**src/dec_pkg.sv**
```systemverilog
// Shared types and constants for the two-disk elastic collision pipeline.
`default_nettype none

package dec_pkg;

  // Quotient bits produced per velocity change; the change is clamped to 2^34.
  localparam int unsigned QW = 35;
  // Divisor width: 2 * dist2 * (m1 + m2).
  localparam int unsigned DW = 83;
  // Dividend width: 2 * num + den.
  localparam int unsigned NW = 116;

  // Largest velocity change applied, in Q16.16 raw units.
  localparam logic [QW-1:0] Q_CLAMP = {1'b1, {(QW-1){1'b0}}};

  typedef enum logic [1:0] {
    OUTC_NONE     = 2'd0,
    OUTC_RESOLVED = 2'd1,
    OUTC_DEGEN    = 2'd2
  } outcome_t;

  // One velocity component on its way through the divider.
  typedef struct packed {
    logic          neg;   // change is subtracted
    logic          ovf;   // quotient >= 2^QW
    logic [DW-1:0] rem;   // partial remainder
    logic [QW-1:0] nlo;   // dividend bits still to shift in
    logic [QW-1:0] quo;   // quotient bits so far
    logic [31:0]   vel;   // velocity before the collision
  } lane_t;

  // Lanes: 0 first x, 1 first y, 2 second x, 3 second y.
  typedef struct packed {
    outcome_t        outc;
    logic [DW-1:0]   dvs;
    lane_t [3:0]     lane;
  } div_t;

endpackage

`default_nettype wire

```
**src/dec_div_stage.sv**
```systemverilog
// One restoring division step (one quotient bit) for all four lanes.
`default_nettype none

module dec_div_stage (
  input  logic          clk,
  input  logic          rst_n,
  input  logic          in_valid,
  output logic          in_ready,
  input  dec_pkg::div_t in_data,
  output logic          out_valid,
  input  logic          out_ready,
  output dec_pkg::div_t out_data
);

  dec_pkg::div_t step_r, step_nxt;
  logic          vld_r;
  logic          rem_ok;

  // Shift in the next dividend bit, subtract the divisor when it fits
  always_comb begin
    logic [dec_pkg::DW:0] shv, diff;
    logic                 ge;
    step_nxt = in_data;
    for (int l = 0; l < 4; l++) begin
      shv  = {in_data.lane[l].rem, in_data.lane[l].nlo[dec_pkg::QW-1]};
      diff = shv - {1'b0, in_data.dvs};
      ge   = shv >= {1'b0, in_data.dvs};
      step_nxt.lane[l].rem = ge ? diff[dec_pkg::DW-1:0] : shv[dec_pkg::DW-1:0];
      step_nxt.lane[l].nlo = {in_data.lane[l].nlo[dec_pkg::QW-2:0], 1'b0};
      step_nxt.lane[l].quo = {in_data.lane[l].quo[dec_pkg::QW-2:0], ge};
    end
  end

  assign in_ready = !vld_r || out_ready;

  always_ff @(posedge clk) begin
    if (!rst_n) begin
      vld_r <= 1'b0;
    end else if (in_ready) begin
      vld_r <= in_valid;
    end
  end

  always_ff @(posedge clk) begin
    if (in_ready) step_r <= step_nxt;
  end

  assign out_valid = vld_r;
  assign out_data  = step_r;

  // Remainder stays below the divisor on every lane that did not overflow
  always_comb begin
    rem_ok = 1'b1;
    for (int l = 0; l < 4; l++) begin
      if (!step_r.lane[l].ovf && step_r.lane[l].rem >= step_r.dvs) rem_ok = 1'b0;
    end
  end

  a_rem_bound: assert property (@(posedge clk) disable iff (!rst_n)
    vld_r && step_r.outc == dec_pkg::OUTC_RESOLVED |-> rem_ok)
    else $error("partial remainder not below divisor");

endmodule

`default_nettype wire

```
**config.mk**
```make
export PLATFORM = sky130hd
export DESIGN_NAME = dec_div_stage
export DESIGN_NICKNAME = d
export VERILOG_FILES = /design/src/dec_pkg.sv /design/src/dec_div_stage.sv
export SDC_FILE = /design/constraint.sdc
export NUM_CORES = 2
export LEC_CHECK = 0
export BUFFER_PORTS_ARGS = -buffer_cell sky130_fd_sc_hd__buf_4
export CORE_AREA = 2 2 660 662
export CTS_CLUSTER_SIZE = 30
export DETAILED_ROUTE_END_ITERATION = 6
export DIE_AREA = 0 0 662 664
export GPL_TIMING_DRIVEN = 0
export SYNTH_ARGS = -nofsm -noshare
export SYNTH_HDL_FRONTEND = slang
export SYNTH_SLANG_ARGS = --single-unit
```
**constraint.sdc**
```tcl
create_clock -name clk -period 36.4 [get_ports clk]
set_clock_uncertainty 0.1 [all_clocks]
set_input_delay 1.82 -clock clk [delete_from_list [all_inputs] [get_ports clk]]
set_output_delay 1.82 -clock clk [all_outputs]
set_load 0.02 [all_outputs]
```
==> qor.yml <==
cp_max_fo: 10
fin_crit_ns: 7.675
synth_cell_types: 102
drtIter0Drc: 3853
syn_area_um2: 48930
fillers: 48200
synth-edff-count: 829
power.leakage_uw: 0.03003
overflow: 0
post-route-drc-count: 0
ys.flop_type: "edfxtp_1"
worst_pin_slew_ns: 1.505
fmax_mhz: 130.3
seq_area_frac_synth: 0.5092
grtUsageTotal: 0.1851
hold_class: "flop to flop"
grt_max_degree: 66
routed_wirelength_mm: 426.0
start_kind: "primary input"
dpl.cell_count: 12000
root_buffer: "clkbuf_16"
grt_pass1_vias: 45800
slew_headroom: -0.007511
rsz0062_at_grt: "no"
hp-start: "out_valid"
h-tree-depth: 3
fp.dieArea_um2: 439600
max-clock-path-buffers: 4
cts_tree: "yes"
async_reset_ff_frac: 0
dieHeight_um: 664
cts_made_buffers: 122
synthMuxAreaShare: 0.01874
synth_area_leader_cell: "edfxtp_1"
ys_top_cells_by_count: "edfxtp_1 (829), a21oi_1 (667), nor2_1 (446), ha_1 (332), nand2_1 (296)"
vias: 47220
yosys.area_share.simple: 0.1111
period_share: 0.2108
clk_pin_slew_ns: 0.06
cts_setup_buffers: 0
yosys_warnings: 0
syn_area_per_cell_um2: 10.70
synthTopCellsByArea: "edfxtp_1 (51%), ha_1 (8.5%), a21oi_1 (6.8%)"
setup_viol: 0
antenna_found_initial: 211
dpl.hpwl_mm: 373.9
violations: "max-capacitance violations, max-slew violations"
io-pin-count: 1672
fin_cells: 12290
gp_congestion: 0.9562
clkLatencyLatePin_ns: 0.82
synth-seq-cells: 830
initial_utilization: 0.1131
grt_pass1_wl_mm: 519.1
first_pass_iters: 7
synthCells: 4574
ant_nets: 0
startpoint: "in_data[778]"
rr_startpoint: "out_valid"
portBuffers: 1663
coreArea_um2: 432700
area_delta_synth_final_pct: 50.43
finalHoldViolations: 0
rows: 242
place_ws_ns: 27.63
power_density_nw_per_um2: 51.52
synth_compound_area_frac: 0.1820
power_uw: 3792
post_cts_resized: 0
synth_top_family_by_area: "compound AO/OA/AOI/OAI gates"
maxCapViolCount: 1
drt-vias-per-instance: 3.842
synthAdderAreaFrac: 0.08653
irDropWorstVdd_mv: 0.04125
required_ns: 36.89
wl_per_cell_um: 34.66
post-synth-top-count-cell: "edfxtp_1"
slew_viol_final: 4
setup_tns_ns: 0
criticalPathCategory: "primary input to flop"
endpoint_kind: "flop"
status: "finished with violations"
layout-drive-gt1-share: 0.3258
holdBufCountCts: 0
fin_ws_ns: 28.73
dieWidth_um: 662
layout.nets: 7562
synth-xor-area-share: 0.05674
yosysTopAreaCellShare: 0.5088
cp.arrival_ns: 8.16
clock-sinks: 830
==> metrics by stage <==
| step | hold WS, ns | area (µm²) | utilization |
|---|---|---|---|
| floorplan | 1.819 | 48940 | - |
| global placement | 1.898 | 68600 | 0.1585 |
| detailed placement | 0.8482 | 69180 | 0.1599 |
| CTS | 0.8534 | 73440 | 0.1697 |
| global route | 0.9037 | 73560 | 0.1700 |
| finish | 0.8560 | 73600 | 0.1701 |
==> layout by cell type, fill, tap and decap left out, drive strengths merged, types with 27 or more instances in the layout <==
cell type	instances
buf	1775
edfxtp	829
a21oi	682
nor2	447
ha	332
nand2	296
clkbuf	257
o21ai	229
inv	203
xnor2	183
a21o	171
xor2	134
nand4	115
o21bai	81
nand3	74
mux2	72
diode	65
a31oi	54
nor3	45
clkinv	45
and3	41
nor2b	37
a211oi	28
nand2b	28
o21a	27
==> per-layer routing <==
metal  part of all wire  GRT usage  up-vias
met5            0.00076          0        -
met2               0.52     0.3466     2431
met4              0.062    0.09986       50
li1                   -          -    20860
met3              0.089    0.06282      715
met1               0.32     0.1760    23170
==> layout make-up <==
| type | instances | area (µm²) | area share |
|---|---|---|---|
| diodes | 65 | 162.7 | 0.002210 |
| plain buffers | 210 | 1036 | 0.01408 |
| clock buffers | 134 | 3119 | 0.04238 |
| clock inverters | 92 | 1141 | 0.01550 |
| inverters | 188 | 705.7 | 0.009587 |
| multi-input cells | 3349 | 22360 | 0.3038 |
| flip-flops and latches | 830 | 24910 | 0.3385 |
| well taps | 5734 | 7174 | 0.09747 |
| repair buffers | 1688 | 12990 | 0.1765 |
==> state kept, by name, indices dropped and copies added, names as in the netlist <==
| register | cells |
|---|---|
| out_data | 829 |
| out_valid | 1 |
==> cells by family (layout without fill, tap and decap cells) <==
| family | after synthesis | after routing |
|---|---|---|
| adder cells (fa/ha/maj) | 336 | 336 |
| multiplexers | 74 | 74 |
| other | 1 | 69 |
| flip-flops | 830 | 830 |
| AND/OR/NAND/NOR | 1171 | 1171 |
| AO/OA/AOI/OAI | 1447 | 1447 |
| buffers and inverters | 398 | 2312 |
| XOR/XNOR | 317 | 317 |
==> report_power, final <==
part           internal (µW)  switching, µW  leakage, µW
clock                    782            543      0.00206
combinational            406            811       0.0194
sequential              1200           48.9      0.00854
==> critical path, cell delays in order <==
cell,delay (ns)
buf_4,0.11
inv_1,0.53
ha_1,0.22
clkbuf_1,0.29
nand4_1,0.25
nor3_1,0.58
nand3_1,0.39
nor4_2,1.02
buf_8,0.25
a211oi_1,0.08
o21ai_1,0.09
nand2_1,0.30
inv_1,0.20
clkbuf_1,1.02
buf_2,0.77
a21oi_1,0.16
==> worst paths after layout <==
| path | endpoint | slack [ns] | cells past startpoint |
|---|---|---|---|
| max | out_data[113] | 28.73 | 16 |
| min | out_valid | 0.86 | 2 |
| max reg2reg | out_data[207] | 33.11 | 7 |
| min reg2reg | out_valid | 0.86 | 2 |
Power figures use the tool's default switching activity.
