<file path="src/dec_pkg.sv">
// Shared types and constants for the two-disk elastic collision pipeline.
`default_nettype none

package dec_pkg;

  // Quotient bits produced per velocity change; the change is clamped to 2^34.
  localparam int unsigned QW = 35;
  // Divisor width: 2 * dist2 * (m1 + m2).
  localparam int unsigned DW = 83;
  // Dividend width: 2 * num + den.
  localparam int unsigned NW = 116;

  // Largest velocity change applied, in Q16.16 raw units.
  localparam logic [QW-1:0] Q_CLAMP = {1'b1, {(QW-1){1'b0}}};

  typedef enum logic [1:0] {
    OUTC_NONE     = 2'd0,
    OUTC_RESOLVED = 2'd1,
    OUTC_DEGEN    = 2'd2
  } outcome_t;

  // One velocity component on its way through the divider.
  typedef struct packed {
    logic          neg;   // change is subtracted
    logic          ovf;   // quotient >= 2^QW
    logic [DW-1:0] rem;   // partial remainder
    logic [QW-1:0] nlo;   // dividend bits still to shift in
    logic [QW-1:0] quo;   // quotient bits so far
    logic [31:0]   vel;   // velocity before the collision
  } lane_t;

  // Lanes: 0 first x, 1 first y, 2 second x, 3 second y.
  typedef struct packed {
    outcome_t        outc;
    logic [DW-1:0]   dvs;
    lane_t [3:0]     lane;
  } div_t;

endpackage

`default_nettype wire

</file>
<file path="src/dec_if.sv">
// Valid/ready channel interfaces for disk pair requests and collision results.
`default_nettype none


interface dec_out_if;
  logic               valid;
  logic               ready;
  logic signed [31:0] first_new_vel_x;
  logic signed [31:0] first_new_vel_y;
  logic signed [31:0] second_new_vel_x;
  logic signed [31:0] second_new_vel_y;
  logic [1:0]         outcome;
  logic               saturated;

  modport source (
    output valid, first_new_vel_x, first_new_vel_y, second_new_vel_x,
           second_new_vel_y, outcome, saturated,
    input  ready
  );
  modport sink (
    input  valid, first_new_vel_x, first_new_vel_y, second_new_vel_x,
           second_new_vel_y, outcome, saturated,
    output ready
  );
endinterface

`default_nettype wire

</file>
<file path="src/dec_back.sv">
// Output stage: clamp the change, apply it, saturate, select by outcome.
`default_nettype none

module dec_back (
  input  logic          clk,
  input  logic          rst_n,
  input  logic          in_valid,
  output logic          in_ready,
  input  dec_pkg::div_t in_data,
  dec_out_if.source     out_ch
);

  typedef struct packed {
    logic [3:0][31:0]  vel;
    dec_pkg::outcome_t outc;
    logic              sat;
  } res_t;

  res_t res_r, res_nxt;
  logic vld_r;

  always_comb begin
    logic [dec_pkg::QW-1:0] dq;
    logic [36:0]            vx, dqx, sum;
    logic [3:0][31:0]       newv;
    logic                   sat;
    sat  = 1'b0;
    newv = '0;
    for (int l = 0; l < 4; l++) begin
      // clamp the rounded change
      if (in_data.lane[l].ovf || in_data.lane[l].quo > dec_pkg::Q_CLAMP) begin
        dq = dec_pkg::Q_CLAMP;
      end else begin
        dq = in_data.lane[l].quo;
      end
      vx  = {{5{in_data.lane[l].vel[31]}}, in_data.lane[l].vel};
      dqx = {2'b00, dq};
      sum = in_data.lane[l].neg ? (vx - dqx) : (vx + dqx);
      // fits when the top six bits agree
      if (sum[36:31] == 6'b000000 || sum[36:31] == 6'b111111) begin
        newv[l] = sum[31:0];
      end else begin
        sat     = 1'b1;
        newv[l] = sum[36] ? 32'h8000_0000 : 32'h7fff_ffff;
      end
    end

    res_nxt.outc = in_data.outc;
    case (in_data.outc)
      dec_pkg::OUTC_RESOLVED: begin
        res_nxt.vel = newv;
        res_nxt.sat = sat;
      end
      dec_pkg::OUTC_DEGEN: begin
        for (int l = 0; l < 4; l++) res_nxt.vel[l] = in_data.lane[l].vel;
        res_nxt.sat = 1'b0;
      end
      dec_pkg::OUTC_NONE: begin
        res_nxt.vel = '0;
        res_nxt.sat = 1'b0;
      end
      default: begin
        res_nxt.vel = '0;
        res_nxt.sat = 1'b0;
      end
    endcase
  end

  assign in_ready = !vld_r || out_ch.ready;

  always_ff @(posedge clk) begin
    if (!rst_n) begin
      vld_r <= 1'b0;
    end else if (in_ready) begin
      vld_r <= in_valid;
    end
  end

  always_ff @(posedge clk) begin
    if (in_ready) res_r <= res_nxt;
  end

  assign out_ch.valid            = vld_r;
  assign out_ch.first_new_vel_x  = res_r.vel[0];
  assign out_ch.first_new_vel_y  = res_r.vel[1];
  assign out_ch.second_new_vel_x = res_r.vel[2];
  assign out_ch.second_new_vel_y = res_r.vel[3];
  assign out_ch.outcome          = res_r.outc;
  assign out_ch.saturated        = res_r.sat;

  a_none_zero: assert property (@(posedge clk) disable iff (!rst_n)
    vld_r && res_r.outc == dec_pkg::OUTC_NONE |-> res_r.vel == '0 && !res_r.sat)
    else $error("non-colliding pair produced nonzero result");

  a_sat_resolved: assert property (@(posedge clk) disable iff (!rst_n)
    vld_r && res_r.sat |-> res_r.outc == dec_pkg::OUTC_RESOLVED)
    else $error("saturation flagged outside a resolved collision");

endmodule

`default_nettype wire

</file>
<file path="src/flat_wrapper.sv">
// flat-port wrapper written by rule: the top's interface ports become plain ports
module dec_back_flat 
  (clk, rst_n, in_valid, in_ready, in_data, out_ch_valid, out_ch_first_new_vel_x, out_ch_first_new_vel_y, out_ch_second_new_vel_x, out_ch_second_new_vel_y, out_ch_outcome, out_ch_saturated, out_ch_ready);
  dec_out_if out_ch_i ();
  input  logic clk;
  input  logic rst_n;
  input  logic in_valid;
  output logic in_ready;
  input  dec_pkg::div_t in_data;
  output wire logic [$bits(out_ch_i.valid)-1:0] out_ch_valid;
  output wire logic [$bits(out_ch_i.first_new_vel_x)-1:0] out_ch_first_new_vel_x;
  output wire logic [$bits(out_ch_i.first_new_vel_y)-1:0] out_ch_first_new_vel_y;
  output wire logic [$bits(out_ch_i.second_new_vel_x)-1:0] out_ch_second_new_vel_x;
  output wire logic [$bits(out_ch_i.second_new_vel_y)-1:0] out_ch_second_new_vel_y;
  output wire logic [$bits(out_ch_i.outcome)-1:0] out_ch_outcome;
  output wire logic [$bits(out_ch_i.saturated)-1:0] out_ch_saturated;
  input wire logic [$bits(out_ch_i.ready)-1:0] out_ch_ready;
  assign out_ch_valid = out_ch_i.valid;
  assign out_ch_first_new_vel_x = out_ch_i.first_new_vel_x;
  assign out_ch_first_new_vel_y = out_ch_i.first_new_vel_y;
  assign out_ch_second_new_vel_x = out_ch_i.second_new_vel_x;
  assign out_ch_second_new_vel_y = out_ch_i.second_new_vel_y;
  assign out_ch_outcome = out_ch_i.outcome;
  assign out_ch_saturated = out_ch_i.saturated;
  assign out_ch_i.ready = out_ch_ready;
  dec_back u_core (.clk(clk), .rst_n(rst_n), .in_valid(in_valid), .in_ready(in_ready), .in_data(in_data), .out_ch(out_ch_i));
endmodule
</file>
<file path="config.mk">
export PLATFORM = sky130hd
export DESIGN_NAME = dec_back_flat
export DESIGN_NICKNAME = d
export VERILOG_FILES = /design/src/dec_pkg.sv /design/src/dec_if.sv /design/src/dec_back.sv /design/src/flat_wrapper.sv
export SDC_FILE = /design/constraint.sdc
export NUM_CORES = 1
export LEC_CHECK = 0
export BUFFER_PORTS_ARGS = -buffer_cell sky130_fd_sc_hd__buf_2
export CORE_AREA = 2 2 383 385
export DETAILED_ROUTE_END_ITERATION = 7
export DIE_AREA = 0 0 385 387
export MAX_ROUTING_LAYER = met4
export SYNTH_ARGS = -nofsm -noshare
export SYNTH_HDL_FRONTEND = slang
export SYNTH_SLANG_ARGS = --single-unit
</file>
<file path="constraint.sdc">
create_clock -name clk -period 8.4 [get_ports clk]
set_input_delay 0 -clock clk [delete_from_list [all_inputs] [get_ports clk]]
set_output_delay 0 -clock clk [all_outputs]
set_load 0.1 [all_outputs]
</file>
==> results.toml, run 1 <==
[critical_path]
timing.rr.end = "u_core.out_ch.first_new_vel_x[24]"
cp.arrival_ns = 7.54
crit_fanout = 28
reg2reg_slack_ns = 5.77
critPathLaunch = "in_data[246]"
worstPathRequired_ns = 8.65
max_stage_delay_ns = 0.56
cp_common_cell = "nand3_1"
worstReg2RegStart = "u_core.out_ch.valid"
slowest_stage = "or4_4"
worst_setup_path_end_kind = "flop"
cp-start-kind = "input pin"
crit_type = "in2reg"
reg2regPathDepth = 3

[sta]
fin_tns_setup_ns = 0
max_freq_ghz = 0.137
rsz0062_at_grt = "false"
post-route-period-util = 0.868
finalHoldViolations = 0
min_period_ns = 7.29
worstMarginPinSlew_ns = 1.08
setup_viol = 0
hold_ws_ns = 0.0351
maxSlewViolCount = 0
slew_headroom = 0.274
finClkSkew_ns = 0.0147

[logic_synthesis]
yosysMostFrequentCell = "nand2_1"
synth_ff_type = "edfxtp_1"
synth_largest_area_cell = "edfxtp_1"
synth-edff-count = 131
synth_cell_types = 80
syn_area_mm2 = 0.0184
async_flop_share = 0
synth_top_area_share = 0.214
yosysWarningCount = 0
ys_top_cells_by_count = "329 x nand2_1, 323 x a21oi_1, 269 x nor2_1, 183 x o21ai_0, 150 x ha_1"
yosysSeqAreaShare = 0.215
synth_area_leaders = "edfxtp_1 21%, ha_1 10%, a21oi_1 8.8%, nand2_1 6.7%, nor2_1 5.5%"
synth_seq_cells = 132
postSynthCellCount = 2510
syn_area_per_cell_um2 = 7.34
syn-num-nets = 3501

[route]
drc_errors = 0
wl_per_cell_um = 20.1
viasPerCell = 4.29
ant_nets = 0
firstDrtPassIters = 6
vias = 21285
first_iter_violations = 1559
wl_um = 99500

[floorplanning]
coreArea_mm2 = 0.145
io_pins = 970
start_util = 0.127
die_w_um = 385
dieHeight_um = 387
die-area_mm2 = 0.149
row_count = 140

[global_routing]
grt.total_usage = 0.134
grt_pass1_wl_um = 142000
antenna_found_initial = 47
overflow = 0
grt_max_degree = 62
first_global_vias = 20569

[layout]
layout-drive-gt1-share = 0.179
fillers = 16517
stdcell_count = 4960
area_growth_pct = 34.8
seq_area_mm2 = 0.00395
nets = 3990
multiInputGateArea_mm2 = 0.0139

[clock_tree]
cts_tree = "done"
htreeDepth = 4
postCtsSetupRepairBufs = 0
numCtsBuffers = 17
cts_hold_buf = 123
path_clk_slew_ns = 0.07
clock_path_buffers = 2
cts_sinks = 132
clk_latency_ns = 0.50
cts_resized = 0
cts-root-buf = "clkbuf_16"

[flow_run]
cap_violations = 0

[min_path]
min_to = "u_core.out_ch.second_new_vel_y[30]"
hold_depth = 3
hold_class = "in2reg"
min-delay-start = "in_data[591]"

[place]
dp_cells = 4774
port_buffers = 414
place_congestion = 0.945
hpwl_um = 83000

[power_and_ir_drop]
power.leakage_nw = 9.68
power_density_mw_per_mm2 = 158
ir_worst_vdd_uv = 166

[status]
status = "finished, final reports clean"
==> routing by layer <==
| metal | wire length [um] | GRT usage |
|---|---|---|
| met1 | 42300 | 0.162 |
| met2 | 44900 | 0.209 |
| met3 | 7210 | 0.0315 |
| met4 | 5190 | 0.0661 |
| met5 | 0 | - |
==> area by class of cell <==
cell class | count | share of cell area
timing repair buffer | 583 | 0.147
clock inverter | 14 | 0.00791
clock buffer | 18 | 0.0173
sequential | 132 | 0.159
tap | 1917 | 0.0966
antenna | 31 | 0.00313
multi-input combinational | 2200 | 0.559
inverter | 65 | 0.00983
==> worst max path at each step <==
stage,end,slack [ns],cells past startpoint
floorplan,u_core.out_ch.saturated,1.70,31
global placement,u_core.out_ch.second_new_vel_x[7],0.80,29
detailed placement,u_core.out_ch.first_new_vel_y[17],0.76,26
CTS,u_core.out_ch.first_new_vel_y[17],1.29,26
global route,u_core.out_ch.second_new_vel_x[12],0.67,30
finish,u_core.out_ch.first_new_vel_y[15],1.11,27
==> critical path, delay by kind of cell <==
family | cells | cell delay [ns]
simple gates | 16 | 4.28
compound gates | 5 | 1.53
xor+xnor | 1 | 0.48
mux | 1 | 0.18
buf+inv | 2 | 0.34
fa+ha+maj | 2 | 0.69
==> sequential cells by signal, indices dropped and copies added, names as in the netlist <==
name and count:
u_core.out_ch.first_new_vel_x 32, u_core.out_ch.first_new_vel_y 32, u_core.out_ch.second_new_vel_x 32, u_core.out_ch.second_new_vel_y 32, u_core.out_ch.outcome 2, u_core.out_ch.saturated 1, u_core.out_ch.valid 1
==> cells by family (layout without fill, tap and decap cells) <==
kind of cell	after synthesis	after routing	share of synthesized area
buffers and inverters	178	680	0.0373
AOI/OAI and AO/OA	898	898	0.305
DFF	132	132	0.215
other	0	31	0
and+or+nand+nor	939	939	0.236
adders and majority gates	154	154	0.106
muxes	11	11	0.00632
xor gates and xnor gates	198	198	0.0942
==> cells in the final DEF (no fill, tap or decap), types with 17 or more instances in the layout <==
cell type	synthesis	routed
buf_2	3	414
nand2_1	329	329
a21oi_1	323	322
nor2_1	269	269
o21ai_0	183	183
ha_1	150	149
edfxtp_1	131	131
dlygate4sd3_1	0	123
xor2_1	110	110
xnor2_1	88	88
nor3_1	67	67
inv_1	64	64
a21o_1	59	59
nand3_1	50	50
buf_4	0	46
o21a_1	42	42
a31oi_1	40	39
o211ai_1	38	38
diode_2	0	31
nor4_1	28	28
nand2b_1	29	28
nor2b_1	29	28
a221oi_1	26	26
or2_2	21	21
or3_1	20	20
and2_1	18	18
and3_1	17	17
clkbuf_16	0	17
==> report_power, final <==
group	internal [mW]	total [mW]	switching, mW
clock	0.501	0.885	0.384
combinational	0.659	2.20	1.54
sequential	0.815	0.842	0.0276
==> per-stage QoR <==
stage	util	instance area, um2	power (mW)	worst slack (ns)
3_5_place_dp	0.158	22900	2.99	0.757
4_1_cts	0.171	24700	3.97	1.29
6_report	0.171	24800	3.93	1.11
5_1_grt	0.171	24800	4.16	0.667
3_3_place_gp	0.158	22900	2.98	0.801
2_1_floorplan	-	18400	2.41	1.70
No activity file was read; power rests on OpenSTA's default activity.
==> run 2: changes to the inputs <==
==> constraint.sdc (replaced) <==
create_clock -name clk -period 5.9 [get_ports clk]
set_input_delay 0 -clock clk [delete_from_list [all_inputs] [get_ports clk]]
set_output_delay 0 -clock clk [all_outputs]
set_load 0.1 [all_outputs]
==> run 2 against run 1 <==
Against the previous run:
- die area did not move
- flip-flop and latch count unchanged
- non-clock buffer count rose by 483
- critical path type unchanged
- global-route usage grew 0.49 points
==> results.toml, run 2 (synthesized netlist as in run 1, its figures left out) <==
[status]
status = "finished, final reports clean"

[critical_path]
crit_type = "in2reg"
slowest_stage = "a221o_1"
max_stage_delay_ns = 0.43
cp_common_cell = "buf_4"
cp-start-kind = "input pin"
worst_setup_path_end_kind = "flop"
worstPathRequired_ns = 6.22
crit_fanout = 8
cp.arrival_ns = 5.98
reg2regPathDepth = 2

[layout]
multiInputGateArea_mm2 = 0.0141
layout-drive-gt1-share = 0.301
post-route-util = 0.199
final_common_cell = "buf_4"
fillers = 16164
nets = 4473
layout_common_cells = "514 x buf_4, 414 x buf_2, 329 x nand2_1"
seq_area_mm2 = 0.00395
area_growth_pct = 56.2

[power_and_ir_drop]
ir_worst_vdd_uv = 248
power.leakage_nw = 12.1
power_mw = 6.09
power_density_mw_per_mm2 = 212

[floorplanning]
start_util = 0.127
die-area_mm2 = 0.149
coreArea_mm2 = 0.145
io_pins = 970
row_count = 140
dieHeight_um = 387
die_w_um = 385

[global_routing]
overflow = 0
grt.total_usage = 0.139
grt_pass1_wl_um = 148000
antenna_found_initial = 27
grt_max_degree = 60
first_global_vias = 22856

[sta]
max_freq_ghz = 0.177
finClkSkew_ns = 0.0114
maxSlewViolCount = 0
fin_tns_setup_ns = 0
setup_viol = 0
min_period_ns = 5.65
post-route-period-util = 0.958
finalHoldViolations = 0
slew_headroom = 0.467
rsz0062_at_grt = "true"
worstMarginPinSlew_ns = 0.800
hold_ws_ns = 0.0540

[route]
drc_errors = 0
firstDrtPassIters = 6
met3WireLength_um = 6310
met2WireLength_um = 47900
wl_um = 104000
vias = 23126
top_layer = "met4"
ant_nets = 0
first_iter_violations = 1550
drt-met1-wl_um = 44200
viasPerCell = 4.26
wl_per_cell_um = 19.1

[clock_tree]
numCtsBuffers = 17
cts_tree = "done"
cts_sinks = 132
clock_path_buffers = 2
path_clk_slew_ns = 0.07
clk_latency_ns = 0.51
htreeDepth = 4
cts-root-buf = "clkbuf_16"

[place]
port_buffers = 414
hpwl_um = 87900
place_congestion = 0.962

[min_path]
hold_depth = 4
hold_class = "in2reg"

[flow_run]
cap_violations = 0
-- run 2: cell types whose count changed in the layout (fill, tap and decap cells not counted), moves of 6 or more --
| cell | before | now |
|---|---|---|
| buf_12 | 0 | 10 |
| buf_4 | 46 | 514 |
| diode_2 | 31 | 19 |
| inv_6 | 6 | 0 |
| nor3_1 | 67 | 61 |
| nor3_2 | 0 | 6 |
| nor4_1 | 28 | 22 |
-- run 2: cell type report --
type                            count  area share
Inverter                           65     0.00848
Tap cell                         1917      0.0834
Multi-Input combinational cell   2200       0.489
Clock buffer                       20      0.0152
Timing Repair Buffer             1066       0.258
Sequential cell                   132       0.137
Clock inverter                     12     0.00713
Antenna cell                       19     0.00165
-- run 2: timing repair --
action                                 in CTS  in global routing
hold buffers                              128                  0
gates resized for setup                     0                 25
endpoints found under the hold margin     127                  0
setup endpoints to repair                   0                 83
setup buffers                               0                  4
-- run 2: worst paths after layout --
path | startpoint | to | slack (ns)
min | in_data[589] | u_core.out_ch.second_new_vel_y[28] | 0.05
max reg2reg | u_core.out_ch.valid | u_core.out_ch.first_new_vel_x[25] | 3.84
min reg2reg | u_core.out_ch.valid | u_core.out_ch.second_new_vel_y[29] | 1.09
max | in_data[414] | u_core.out_ch.second_new_vel_x[8] | 0.25
-- run 2: critical path, delay by kind of cell --
kind	cells	cell delay [ns]
AO/OA/AOI/OAI	12	2.42
buffers and inverters	6	0.91
AND/OR/NAND/NOR	11	2.04
adder cells (fa/ha/maj)	2	0.61
-- run 2: per-stage QoR --
| step | cell area (um2) | worst slack (ns) | instances |
|---|---|---|---|
| 4_1_cts | 28600 | 0.0544 | 5408 |
| 5_1_grt | 28800 | -0.0475 | 5426 |
| 2_1_floorplan | 18600 | 0.00118 | 2510 |
| 3_3_place_gp | 26600 | -0.401 | 5248 |
| 3_5_place_dp | 26600 | -0.500 | 5248 |
| 6_report | 28800 | 0.246 | 5431 |
-- run 2: power breakdown --
| part | switching (mW) | internal, mW | leakage [nW] | total, mW |
|---|---|---|---|---|
| Combinational | 2.32 | 1.29 | 10.3 | 3.60 |
| Sequential | 0.0618 | 1.16 | 1.50 | 1.22 |
| Clock | 0.513 | 0.749 | 0.304 | 1.26 |
| Total | 2.89 | 3.20 | 12.1 | 6.09 |
-- run 2: metal layers --
metal  up-vias  track usage
met4         0       0.0697
met1     10969        0.160
li1      11304            -
met3       141       0.0322
met2       712        0.226
met5         -            -
==> run 3: changes to the inputs <==
==> constraint.sdc (replaced) <==
create_clock -name clk -period 4.6 [get_ports clk]
set_input_delay 0 -clock clk [delete_from_list [all_inputs] [get_ports clk]]
set_output_delay 0 -clock clk [all_outputs]
set_load 0.1 [all_outputs]
==> run 3 against run 2 <==
Against the previous run:
- the run now ends with negative setup slack left
- power is 46% higher
- design area is 19% higher
- flip-flop and latch count stayed put
- clock power is 24% higher
- die area stayed put
- largest power group unchanged
==> results.toml, run 3 (synthesized netlist as in run 1, its figures left out) <==
[critical_path]
worstPathRequired_ns = 4.83
cp-start-kind = "input pin"
endpoint = "u_core.out_ch.first_new_vel_y[7]"
critPathLaunch = "in_data[246]"
cp.arrival_ns = 5.62
crit_type = "in2reg"
critPathTopFamily = "simple AND/OR/NAND/NOR gates"
worst_setup_path_end_kind = "flop"
crit_cells = 27
worstReg2RegStart = "u_core.out_ch.valid"
timing.rr.end = "u_core.out_ch.valid"
reg2regPathDepth = 4
crit_buf_inv = 4
cp_common_cell = "buf_6"
reg2reg_slack_ns = 2.25
slowest_stage = "or4_4"
max_stage_delay_ns = 0.65
crit_fanout = 4

[power_and_ir_drop]
ir_worst_vdd_uv = 300
power_density_mw_per_mm2 = 259
power.leakage_nw = 14.5
p_comb_frac = 0.641
clockPowerShare = 0.176
p_int_mw = 4.65
p_sw_mw = 4.22
switching_share = 0.476
pwr-share-seq = 0.184

[route]
vias = 24965
first_iter_violations = 1750
drc_errors = 0
wl_per_cell_um = 18.8
wl_um = 108000
firstDrtPassIters = 5
viasPerCell = 4.32
ant_nets = 0

[place]
post-place-ws_ns = -1.41
dp_cells = 5529
place_congestion = 0.931
port_buffers = 414
hpwl_um = 86700

[global_routing]
grt_pass1_wl_um = 154000
first_global_vias = 24227
grt_max_degree = 76
grt.total_usage = 0.142
antenna_found_initial = 23
overflow = 0

[sta]
min_period_ns = 5.40
finClkSkew_ns = 0.0167
finalHoldViolations = 0
maxSlewViolCount = 0
rsz0062_at_grt = "true"
slew_headroom = 0.328
setup_viol = 124
fin_ws_ns = -0.795
max_freq_ghz = 0.185
post-route-period-util = 1.17
worstMarginPinSlew_ns = 1.01

[layout]
post-route-util = 0.236
area_growth_pct = 85.9
stdcell_count = 5780
layout-drive-gt1-share = 0.448
layout_common_cells = "812 x buf_4, 399 x buf_2, 317 x nand2_1"
nets = 4825
final_common_cell = "buf_4"

[floorplanning]
coreArea_mm2 = 0.145
io_pins = 970
row_count = 140
die-area_mm2 = 0.149
die_w_um = 385
start_util = 0.127
dieHeight_um = 387

[status]
status = "finished, violations left"
violations = "negative setup slack"

[clock_tree]
clk_latency_ns = 0.51
cts_tree = "done"
clock_path_buffers = 2
cts_sinks = 132
htreeDepth = 4
path_clk_slew_ns = 0.07
numCtsBuffers = 17
cts-root-buf = "clkbuf_16"

[flow_run]
cap_violations = 0

[min_path]
hold_class = "in2reg"
min-delay-start = "in_data[27]"
## run 3: changes by cell type in the layout (fill, tap and decap cells not counted), sizes merged
cell / delta
buf: +360
dlygate4sd3: -11
diode: -3
clkbuf: -2
clkinv: +2
inv: +2
bufinv: -1
mux2i: +1
nand2: +1
## run 3: routing by layer
| layer | share of wire | track usage | up-vias | wire, um |
|---|---|---|---|---|
| met3 | 0.067 | 0.0264 | 136 | 7260 |
| met1 | 0.49 | 0.200 | 11900 | 52900 |
| met2 | 0.42 | 0.207 | 934 | 45600 |
| met5 | 0 | - | - | 0 |
| li1 | - | - | 11995 | - |
| met4 | 0.025 | 0.0357 | 0 | 2680 |
## run 3: tightest hold or removal path: cells and delay by family
kind,cells,cell delay [ns]
compound gates,1,0.09
simple gates,1,0.11
buf+inv,1,0.18
## run 3: power groups by stage
stage / Sequential, mW / Combinational, mW / Clock [mW]
final: 1.63 / 5.68 / 1.56
after global routing: 1.64 / 6.01 / 1.64
after CTS: 1.64 / 5.37 / 1.60
after detailed placement: 1.65 / 4.85 / 0
after global placement: 1.66 / 4.84 / 0
after floorplan: 2.57 / 1.95 / 0
## run 3: cell type report
cell class	count	area, um2
Fill cell	15728	111000
Clock buffer	17	425
Sequential cell	132	3950
Inverter	65	246
Clock inverter	15	205
Antenna cell	16	40.0
Multi-Input combinational cell	2202	16300
Tap cell	1917	2400
Timing Repair Buffer	1416	10600
## run 3: timing repair
item / CTS / global route
pin swaps: 127 / 121
hold endpoints to repair: 116 / 0
endpoints found under the setup margin: 126 / 129
buffers inserted: 56 / 47
resized for setup: 326 / 173
hold buffers: 117 / 0
cloned: 11 / 1
## run 3: worst min path at each step
stage                                               endpoint  slack, ns  cells past startpoint
after global placement              u_core.out_ch.outcome[0]       0.23                      1
after global routing      u_core.out_ch.second_new_vel_x[16]       0.03                      3
after floorplan                     u_core.out_ch.outcome[0]        0.1                      0
after detailed placement            u_core.out_ch.outcome[0]       0.23                      1
after CTS                  u_core.out_ch.first_new_vel_x[27]      0.004                      3
final                      u_core.out_ch.first_new_vel_x[27]      0.009                      3
## run 3: stage by stage
step	power, mW	setup TNS (ns)	instance area (um2)	hold WS (ns)
2_1_floorplan	4.52	-98.26	19300	0.0989
3_3_place_gp	6.50	-148.13	29300	0.226
3_5_place_dp	6.50	-155.84	29300	0.231
4_1_cts	8.60	-44.34	33100	0.00438
5_1_grt	9.28	-78.88	34200	0.0325
6_report	8.86	-57.94	34200	0.00928
